[src/design/ple_pkg.sv]
// ----------------------------------------------------------------------------
// ple_pkg
// Shared types and constants of the positional list engine.
// ----------------------------------------------------------------------------
package ple_pkg;

  localparam int unsigned PLE_CAPACITY = 16;
  localparam int unsigned KIND_W       = 2;
  localparam int unsigned POS_W        = 5;
  localparam int unsigned VALUE_W      = 32;
  localparam int unsigned STATUS_W     = 2;
  localparam int unsigned LEN_W        = 5;

  typedef enum logic [KIND_W-1:0] {
    KIND_INSERT = 2'd0,
    KIND_REMOVE = 2'd1,
    KIND_MODIFY = 2'd2
  } kind_e;

  typedef enum logic [STATUS_W-1:0] {
    ST_DONE    = 2'd0,
    ST_INVALID = 2'd1,
    ST_FULL    = 2'd2
  } status_e;

  // controller -> datapath
  typedef struct packed {
    logic exec;
  } ctrl_cmd_t;

  // datapath -> cell chain
  typedef struct packed {
    logic ins;
    logic rem;
    logic wr;
  } cell_op_t;

endpackage

[src/design/positional_list_engine.sv]
// A result item is presented in the cycle after its item is accepted.
// Throughput: one item per cycle unless stalled; the whole cell chain shifts in that cycle.
// A held result that is stalled stalls the input side.
// Reset clears the length counter and the handshake state; entry cells are
// not reset.
// ----------------------------------------------------------------------------
// positional_list_engine
// Bounded ordered list with 1-based insert, remove and modify requests.
// ----------------------------------------------------------------------------
module positional_list_engine #(
  parameter int unsigned CAPACITY = ple_pkg::PLE_CAPACITY
) (
  input  logic                                 clk_i,
  input  logic                                 rst_ni,
  input  logic                                 in_valid_i,
  output logic                                 in_stall_o,
  input  logic [ple_pkg::KIND_W-1:0]           kind_i,
  input  logic [ple_pkg::POS_W-1:0]            position_i,
  input  logic signed [ple_pkg::VALUE_W-1:0]   value_i,
  output logic                                 out_valid_o,
  input  logic                                 out_stall_i,
  output logic [ple_pkg::STATUS_W-1:0]         status_o,
  output logic [ple_pkg::LEN_W-1:0]            length_o,
  output logic                                 empty_res_o
);
  import ple_pkg::*;

  ctrl_cmd_t cmd;

  ple_ctrl u_ctrl (
    .clk_i      (clk_i),
    .rst_ni     (rst_ni),
    .in_valid_i (in_valid_i),
    .in_stall_o (in_stall_o),
    .out_valid_o(out_valid_o),
    .out_stall_i(out_stall_i),
    .cmd_o      (cmd)
  );

  ple_dp #(
    .CAPACITY(CAPACITY)
  ) u_dp (
    .clk_i      (clk_i),
    .rst_ni     (rst_ni),
    .cmd_i      (cmd),
    .kind_i     (kind_i),
    .position_i (position_i),
    .value_i    (value_i),
    .status_o   (status_o),
    .length_o   (length_o),
    .empty_res_o(empty_res_o)
  );

endmodule

[src/design/ple_cells.sv]
// ----------------------------------------------------------------------------
// ple_cells
// Chain of entry cells; shifts back on insert, forward on remove, all at once.
// ----------------------------------------------------------------------------
module ple_cells #(
  parameter int unsigned CAPACITY = ple_pkg::PLE_CAPACITY,
  localparam int unsigned IW      = (CAPACITY > 1) ? $clog2(CAPACITY) : 1
) (
  input  logic                                 clk_i,
  input  ple_pkg::cell_op_t                    op_i,
  input  logic [IW-1:0]                        idx_i,
  input  logic signed [ple_pkg::VALUE_W-1:0]   value_i
);
  import ple_pkg::*;

  logic signed [VALUE_W-1:0] entry_q [CAPACITY];

  for (genvar i = 0; i < CAPACITY; i++) begin : g_cell
    localparam logic [IW:0] CellIdx = (IW+1)'(i);
    logic after_idx;
    logic at_idx;

    assign after_idx = CellIdx > {1'b0, idx_i};
    assign at_idx    = CellIdx == {1'b0, idx_i};

    if (i == 0) begin : g_first
      always_ff @(posedge clk_i) begin
        if (op_i.rem && (at_idx || after_idx) && (CAPACITY > 1)) begin
          entry_q[i] <= entry_q[(i + 1) % CAPACITY];
        end else if (op_i.wr && at_idx) begin
          entry_q[i] <= value_i;
        end
      end
    end else if (i == CAPACITY - 1) begin : g_last
      always_ff @(posedge clk_i) begin
        if (op_i.ins && after_idx) begin
          entry_q[i] <= entry_q[i-1];
        end else if (op_i.wr && at_idx) begin
          entry_q[i] <= value_i;
        end
      end
    end else begin : g_mid
      always_ff @(posedge clk_i) begin
        if (op_i.ins && after_idx) begin
          entry_q[i] <= entry_q[i-1];
        end else if (op_i.rem && (at_idx || after_idx)) begin
          entry_q[i] <= entry_q[i+1];
        end else if (op_i.wr && at_idx) begin
          entry_q[i] <= value_i;
        end
      end
    end
  end

endmodule

[src/design/ple_ctrl.sv]
// ----------------------------------------------------------------------------
// ple_ctrl
// Handshake controller; tracks whether a result item is held for the output.
// ----------------------------------------------------------------------------
module ple_ctrl (
  input  logic               clk_i,
  input  logic               rst_ni,
  input  logic               in_valid_i,
  output logic               in_stall_o,
  output logic               out_valid_o,
  input  logic               out_stall_i,
  output ple_pkg::ctrl_cmd_t cmd_o
);
  import ple_pkg::*;

  typedef enum logic [1:0] {
    S_IDLE = 2'b01,
    S_HOLD = 2'b10
  } state_e;

  state_e state_q, state_d;
  logic   hold;

  assign hold        = (state_q == S_HOLD);
  assign in_stall_o  = hold && out_stall_i;
  assign out_valid_o = hold;
  assign cmd_o.exec  = in_valid_i && !in_stall_o;

  always_comb begin
    state_d = state_q;
    unique case (state_q)
      S_IDLE: begin
        if (cmd_o.exec) state_d = S_HOLD;
      end
      S_HOLD: begin
        if (!cmd_o.exec && !out_stall_i) state_d = S_IDLE;
      end
      default: state_d = S_IDLE;
    endcase
  end

  always_ff @(posedge clk_i or negedge rst_ni) begin
    if (!rst_ni) begin
      state_q <= S_IDLE;
    end else begin
      state_q <= state_d;
    end
  end

endmodule

[src/design/ple_dp.sv]
// ----------------------------------------------------------------------------
// ple_dp
// Datapath: length counter, position checks, cell chain and result registers.
// ----------------------------------------------------------------------------
module ple_dp #(
  parameter int unsigned CAPACITY = ple_pkg::PLE_CAPACITY
) (
  input  logic                                 clk_i,
  input  logic                                 rst_ni,
  input  ple_pkg::ctrl_cmd_t                   cmd_i,
  input  logic [ple_pkg::KIND_W-1:0]           kind_i,
  input  logic [ple_pkg::POS_W-1:0]            position_i,
  input  logic signed [ple_pkg::VALUE_W-1:0]   value_i,
  output logic [ple_pkg::STATUS_W-1:0]         status_o,
  output logic [ple_pkg::LEN_W-1:0]            length_o,
  output logic                                 empty_res_o
);
  import ple_pkg::*;

  localparam int unsigned CntW = $clog2(CAPACITY + 1);
  localparam int unsigned IW   = (CAPACITY > 1) ? $clog2(CAPACITY) : 1;
  localparam int unsigned CW   = ((CntW > POS_W) ? CntW : POS_W) + 1;

  logic [CntW-1:0] count_q, count_d;
  logic [CW-1:0]   cnt_ext, pos_ext;
  logic            pos_nz, ins_ok, pos_ok, full;
  status_e         status_d;
  cell_op_t        op;
  logic [IW-1:0]   idx;

  logic [STATUS_W-1:0] status_q;
  logic [LEN_W-1:0]    length_q;
  logic                empty_q;

  assign cnt_ext = CW'(count_q);
  assign pos_ext = CW'(position_i);
  assign pos_nz  = (position_i != '0);
  assign ins_ok  = pos_nz && (pos_ext <= cnt_ext + CW'(1));
  assign pos_ok  = pos_nz && (pos_ext <= cnt_ext);
  assign full    = (count_q == CntW'(CAPACITY));
  assign idx     = IW'(position_i - POS_W'(1));

  always_comb begin
    status_d = ST_INVALID;
    count_d  = count_q;
    op       = '0;
    unique case (kind_e'(kind_i))
      KIND_INSERT: begin
        if (ins_ok) begin
          if (full) begin
            status_d = ST_FULL;
          end else begin
            status_d = ST_DONE;
            count_d  = count_q + CntW'(1);
            op.ins   = cmd_i.exec;
            op.wr    = cmd_i.exec;
          end
        end
      end
      KIND_REMOVE: begin
        if (pos_ok) begin
          status_d = ST_DONE;
          count_d  = count_q - CntW'(1);
          op.rem   = cmd_i.exec;
        end
      end
      KIND_MODIFY: begin
        if (pos_ok) begin
          status_d = ST_DONE;
          op.wr    = cmd_i.exec;
        end
      end
      default: ;
    endcase
  end

  always_ff @(posedge clk_i or negedge rst_ni) begin
    if (!rst_ni) begin
      count_q <= '0;
    end else if (cmd_i.exec) begin
      count_q <= count_d;
    end
  end

  always_ff @(posedge clk_i) begin
    if (cmd_i.exec) begin
      status_q <= status_d;
      length_q <= LEN_W'(count_d);
      empty_q  <= (count_d == '0);
    end
  end

  assign status_o    = status_q;
  assign length_o    = length_q;
  assign empty_res_o = empty_q;

  ple_cells #(
    .CAPACITY(CAPACITY)
  ) u_cells (
    .clk_i  (clk_i),
    .op_i   (op),
    .idx_i  (idx),
    .value_i(value_i)
  );

`ifndef SYNTHESIS
  a_count_bound: assert property (@(posedge clk_i) disable iff (!rst_ni)
    count_q <= CntW'(CAPACITY))
    else $error("count above capacity");

  a_insert_grows: assert property (@(posedge clk_i) disable iff (!rst_ni)
    (cmd_i.exec && op.ins) |=> (count_q == $past(count_q) + CntW'(1)))
    else $error("insert did not grow list");

  a_idle_stable: assert property (@(posedge clk_i) disable iff (!rst_ni)
    !cmd_i.exec |=> $stable(count_q))
    else $error("count changed without an item");
`endif

endmodule

[config.mk]
export PLATFORM = sky130hd
export DESIGN_NAME = positional_list_engine
export DESIGN_NICKNAME = d
export VERILOG_FILES = /design/src/design/ple_pkg.sv /design/src/design/positional_list_engine.sv /design/src/design/ple_cells.sv /design/src/design/ple_ctrl.sv /design/src/design/ple_dp.sv
export SDC_FILE = /design/constraint.sdc
export NUM_CORES = 1
export LEC_CHECK = 0
export BUFFER_PORTS_ARGS = -buffer_cell sky130_fd_sc_hd__buf_2
export CAP_MARGIN = 20
export CORE_UTILIZATION = 51
export DETAILED_ROUTE_END_ITERATION = 6
export GPL_TIMING_DRIVEN = 0
export PLACE_DENSITY = 0.94
export RECOVER_POWER = 25
export SYNTH_ARGS = -nofsm -noshare
export SYNTH_HDL_FRONTEND = slang
export SYNTH_SLANG_ARGS = --single-unit
[constraint.sdc]
create_clock -name clk_i -period 8.7 [get_ports clk_i]
set_clock_uncertainty 0.2 [all_clocks]
set_input_delay 0 -clock clk_i [delete_from_list [all_inputs] [get_ports clk_i]]
set_output_delay 0 -clock clk_i [all_outputs]
set_load 0.01 [all_outputs]
==> impl_metrics.py <==
metrics = {
    "status": {
        "outcome": "finished clean",
    },
    "sta": {
        "slew_headroom": 0.642,
        "setup-violations-final": 0,
        "hold_slack_ps": 108,
        "maxSlewViolCount": 0,
        "period_share": 0.409,
        "worstMarginPinSlew_ps": 535,
        "fin_tns_setup_ps": 0,
        "hold_viol": 0,
        "fin_crit_ps": 3560,
        "max_freq_ghz": 0.281,
        "rsz0062_at_grt": "no",
    },
    "worst_setup_path": {
        "crit_start": "u_dp.count_q[0]",
        "rrSetupSlack_ps": 5140,
        "cp_max_fo": 7,
        "cp_data_required_time_ps": 8560,
        "worst_r2r_endpoint": "u_dp.empty_res_o",
        "crit_buf_inv": 0,
        "slowest_stage": "dfrtp_1",
        "setup.worst_path.start_class": "register",
        "worstSetupEndpoint": "u_dp.empty_res_o",
        "reg2reg_depth": 11,
        "cpLargestDelayFamily": "compound AO/OA/AOI/OAI gates",
        "crit_path_cell_trace": "ha_1 > nand3_1 > xnor2_1 > ha_1 > nand3_1 > o21bai_1 > a31oi_1 > nand4b_2 > o21ai_0 > o22a_1 > and4_1",
        "max_stage_delay_ps": 500,
        "worst-path-stages": 11,
        "worstPathArrival_ps": 3410,
        "worstSetupEndpointType": "register",
        "critical_path_class": "register to register",
        "r2r-start": "u_dp.count_q[0]",
    },
    "grt": {
        "antenna_found_initial": 0,
        "grt_usage": 0.260,
        "grt_max_degree": 10,
        "grt_pass1_wl_mm": 5.07,
        "grt_pass1_vias": 1152,
        "grt_overflow": 0,
    },
    "logic_synthesis": {
        "synth_top_area_frac": 0.192,
        "synth_area_leaders": "edfxtp_1 19%, ha_1 16%, dfrtp_1 12%",
        "synth_top_area_cell": "edfxtp_1",
        "synth_top_family_by_area": "simple AND/OR/NAND/NOR gates",
        "netlist_instances": 132,
        "synth_seq_area_share": 0.334,
        "synthFlopType": "edfxtp_1",
        "synthXorXnorAreaFrac": 0.0351,
        "yosys_warnings": 0,
        "synth_cell_types": 44,
        "synthAdderAreaFrac": 0.160,
        "synthesis.area_mm2": 0.00125,
        "synth.net_count": 191,
        "synth_compound_area_frac": 0.162,
        "ys_ff_latch": 15,
        "synth_edf_count": 8,
        "syn_area_per_cell_um2": 9.46,
        "async_flop_share": 0.467,
        "synthSimpleGateAreaFrac": 0.215,
        "yosys-mux-area-fraction": 0.0261,
    },
    "place": {
        "gp_congestion": 0.977,
        "hpwlAfterDp_mm": 2.27,
        "dpl_cell_area_mm2": 0.00138,
        "port-buffer-count": 20,
        "dpl.cell_count": 180,
    },
    "power_and_ir_drop": {
        "powerDensity_mw_per_mm2": 297,
        "vdd_ir_drop_max_mv": 0.189,
        "p_leak_nw": 0.674,
    },
    "routing": {
        "drtPass1Iterations": 4,
        "drtIter0Drc": 31,
        "avgRoutedWirePerCell_um": 16.2,
        "drc": 0,
        "ant_nets": 0,
        "num_vias": 1176,
        "routed_via_density": 6.16,
        "wirelength_mm": 3.09,
    },
    "floorplan": {
        "die-area_mm2": 0.00265,
        "num_rows": 17,
        "die_w_um": 51.5,
        "io_pins": 53,
        "die_y_um": 51.5,
        "start_util": 0.554,
        "core_region_area_mm2": 0.00225,
    },
    "finish": {
        "register_area_um2": 417,
        "layout.nets": 223,
        "synthToLayoutAreaGrowth_pct": 17.6,
        "fillers": 180,
        "drive_above_1_share": 0.160,
        "diodes": 0,
        "multi_input_area_um2": 748,
        "instances_no_fill": 191,
        "final_cell_area_mm2": 0.00147,
    },
    "clock_tree": {
        "clock-sinks": 15,
        "clk_pin_slew_worst_paths_ps": 90,
        "clock_latency_ps": 290,
        "clock_tree.root_cell": "clkbuf_4",
        "cts_resized": 0,
        "cts_setup_buffers": 0,
        "clk_path_buf_depth": 2,
        "cts_tree": "done",
        "numCtsBuffers": 3,
        "cts.htree.levels": 1,
    },
    "hold_path": {
        "min_path_type": "input port to register",
    },
    "run": {
        "drv_cap": 0,
    },
}
## timing repair
| action | 4_1_cts | 5_1_grt |
|---|---|---|
| setup endpoints to repair | 0 | 0 |
| hold buffers | 7 | 0 |
| hold endpoints to repair | 10 | 0 |
## cell type report
cell class | instances | area share
Tap cell | 28 | 0.0239
Inverter | 18 | 0.0460
Sequential cell | 15 | 0.284
Clock inverter | 1 | 0.00341
Clock buffer | 3 | 0.0153
Multi-Input combinational cell | 96 | 0.509
Buffer | 3 | 0.0111
Timing Repair Buffer | 27 | 0.107
## cells in the mapped netlist, types with 2 or more instances
master and instances:
a211o_1 2, a21oi_1 6, dfrtp_1 6, edfxtp_1 8
ha_1 16, inv_1 18, mux2_2 2, nand2_1 8
nand2b_1 2, nand3_1 10, nor2_1 6, nor2b_1 2
nor3_1 2, nor4_1 2, o211ai_1 2, o21ai_0 6
o21bai_1 2, or2_2 2, xnor2_1 5
## layout by cell type (no fill, tap or decap), types with 2 or more instances in the layout
cell | netlist | final
inv_1 | 18 | 18
ha_1 | 16 | 16
clkbuf_1 | 1 | 11
nand3_1 | 10 | 10
buf_2 | 0 | 10
nand2_1 | 8 | 8
edfxtp_1 | 8 | 8
dlygate4sd3_1 | 0 | 7
a21oi_1 | 6 | 6
nor2_1 | 6 | 6
o21ai_0 | 6 | 6
dfrtp_1 | 6 | 6
xnor2_1 | 5 | 5
clkbuf_4 | 0 | 3
nor2b_1 | 2 | 2
o21bai_1 | 2 | 2
o211ai_1 | 2 | 2
a211o_1 | 2 | 2
or2_2 | 2 | 2
nor4_1 | 2 | 2
nor3_1 | 2 | 2
mux2_2 | 2 | 2
nand2b_1 | 2 | 2
## through the flow
| step | utilization | power [mW] | setup WS, ps |
|---|---|---|---|
| after floorplan | - | 0.312 | 5780 |
| after global placement | 0.614 | 0.359 | 5510 |
| after detailed placement | 0.614 | 0.382 | 5260 |
| after CTS | 0.657 | 0.429 | 5240 |
| after global routing | 0.651 | 0.466 | 4980 |
| final | 0.651 | 0.437 | 5140 |
## sequential cells by signal (all words and copies together) (netlist names)
signal / flops
u_dp.status_o: 2
u_ctrl.state_q: 2
u_dp.length_o: 5
u_dp.empty_res_o: 1
u_dp.count_q: 5
## layer usage
layer / vias to the layer above / global-route usage / share of wire
met3: 16 / 0.0595 / 0.077
met5: - / 0 / 0
met2: 64 / 0.450 / 0.50
li1: 540 / - / -
met4: 0 / 0.117 / 0.033
met1: 556 / 0.301 / 0.39
## how the worst min path moves through the flow
stage | startpoint | end | slack, ps | depth (start not counted)
2_1_floorplan | rst_ni | u_ctrl.state_q[1] | -500 | 0
3_3_place_gp | rst_ni | u_dp.count_q[3] | -370 | 1
3_5_place_dp | rst_ni | u_dp.count_q[4] | -360 | 1
4_1_cts | kind_i[0] | u_dp.status_o[0] | 60 | 4
5_1_grt | kind_i[0] | u_dp.status_o[0] | 130 | 4
6_report | kind_i[0] | u_dp.status_o[0] | 110 | 4
## report_power, final
group          total [mW]  switching [mW]  internal, mW
Combinational       0.269           0.158         0.111
Sequential          0.126          0.0172         0.109
Clock              0.0408          0.0237        0.0171
## cells by family (layout without fill, tap and decap cells)
| group | Yosys count | after routing |
|---|---|---|
| DFF | 15 | 15 |
| adders and majority gates | 16 | 16 |
| xor gates and xnor gates | 5 | 5 |
| and+or+nand+nor | 45 | 45 |
| muxes | 3 | 3 |
| AOI/OAI and AO/OA | 27 | 27 |
| buffers and inverters | 21 | 52 |
## worst min-delay path, delay by kind of cell
kind	cells	cell delay, ps
buf+inv	2	170
compound gates	1	180
fa+ha+maj	1	140
Note: power is estimated with default switching activity, not from simulation.
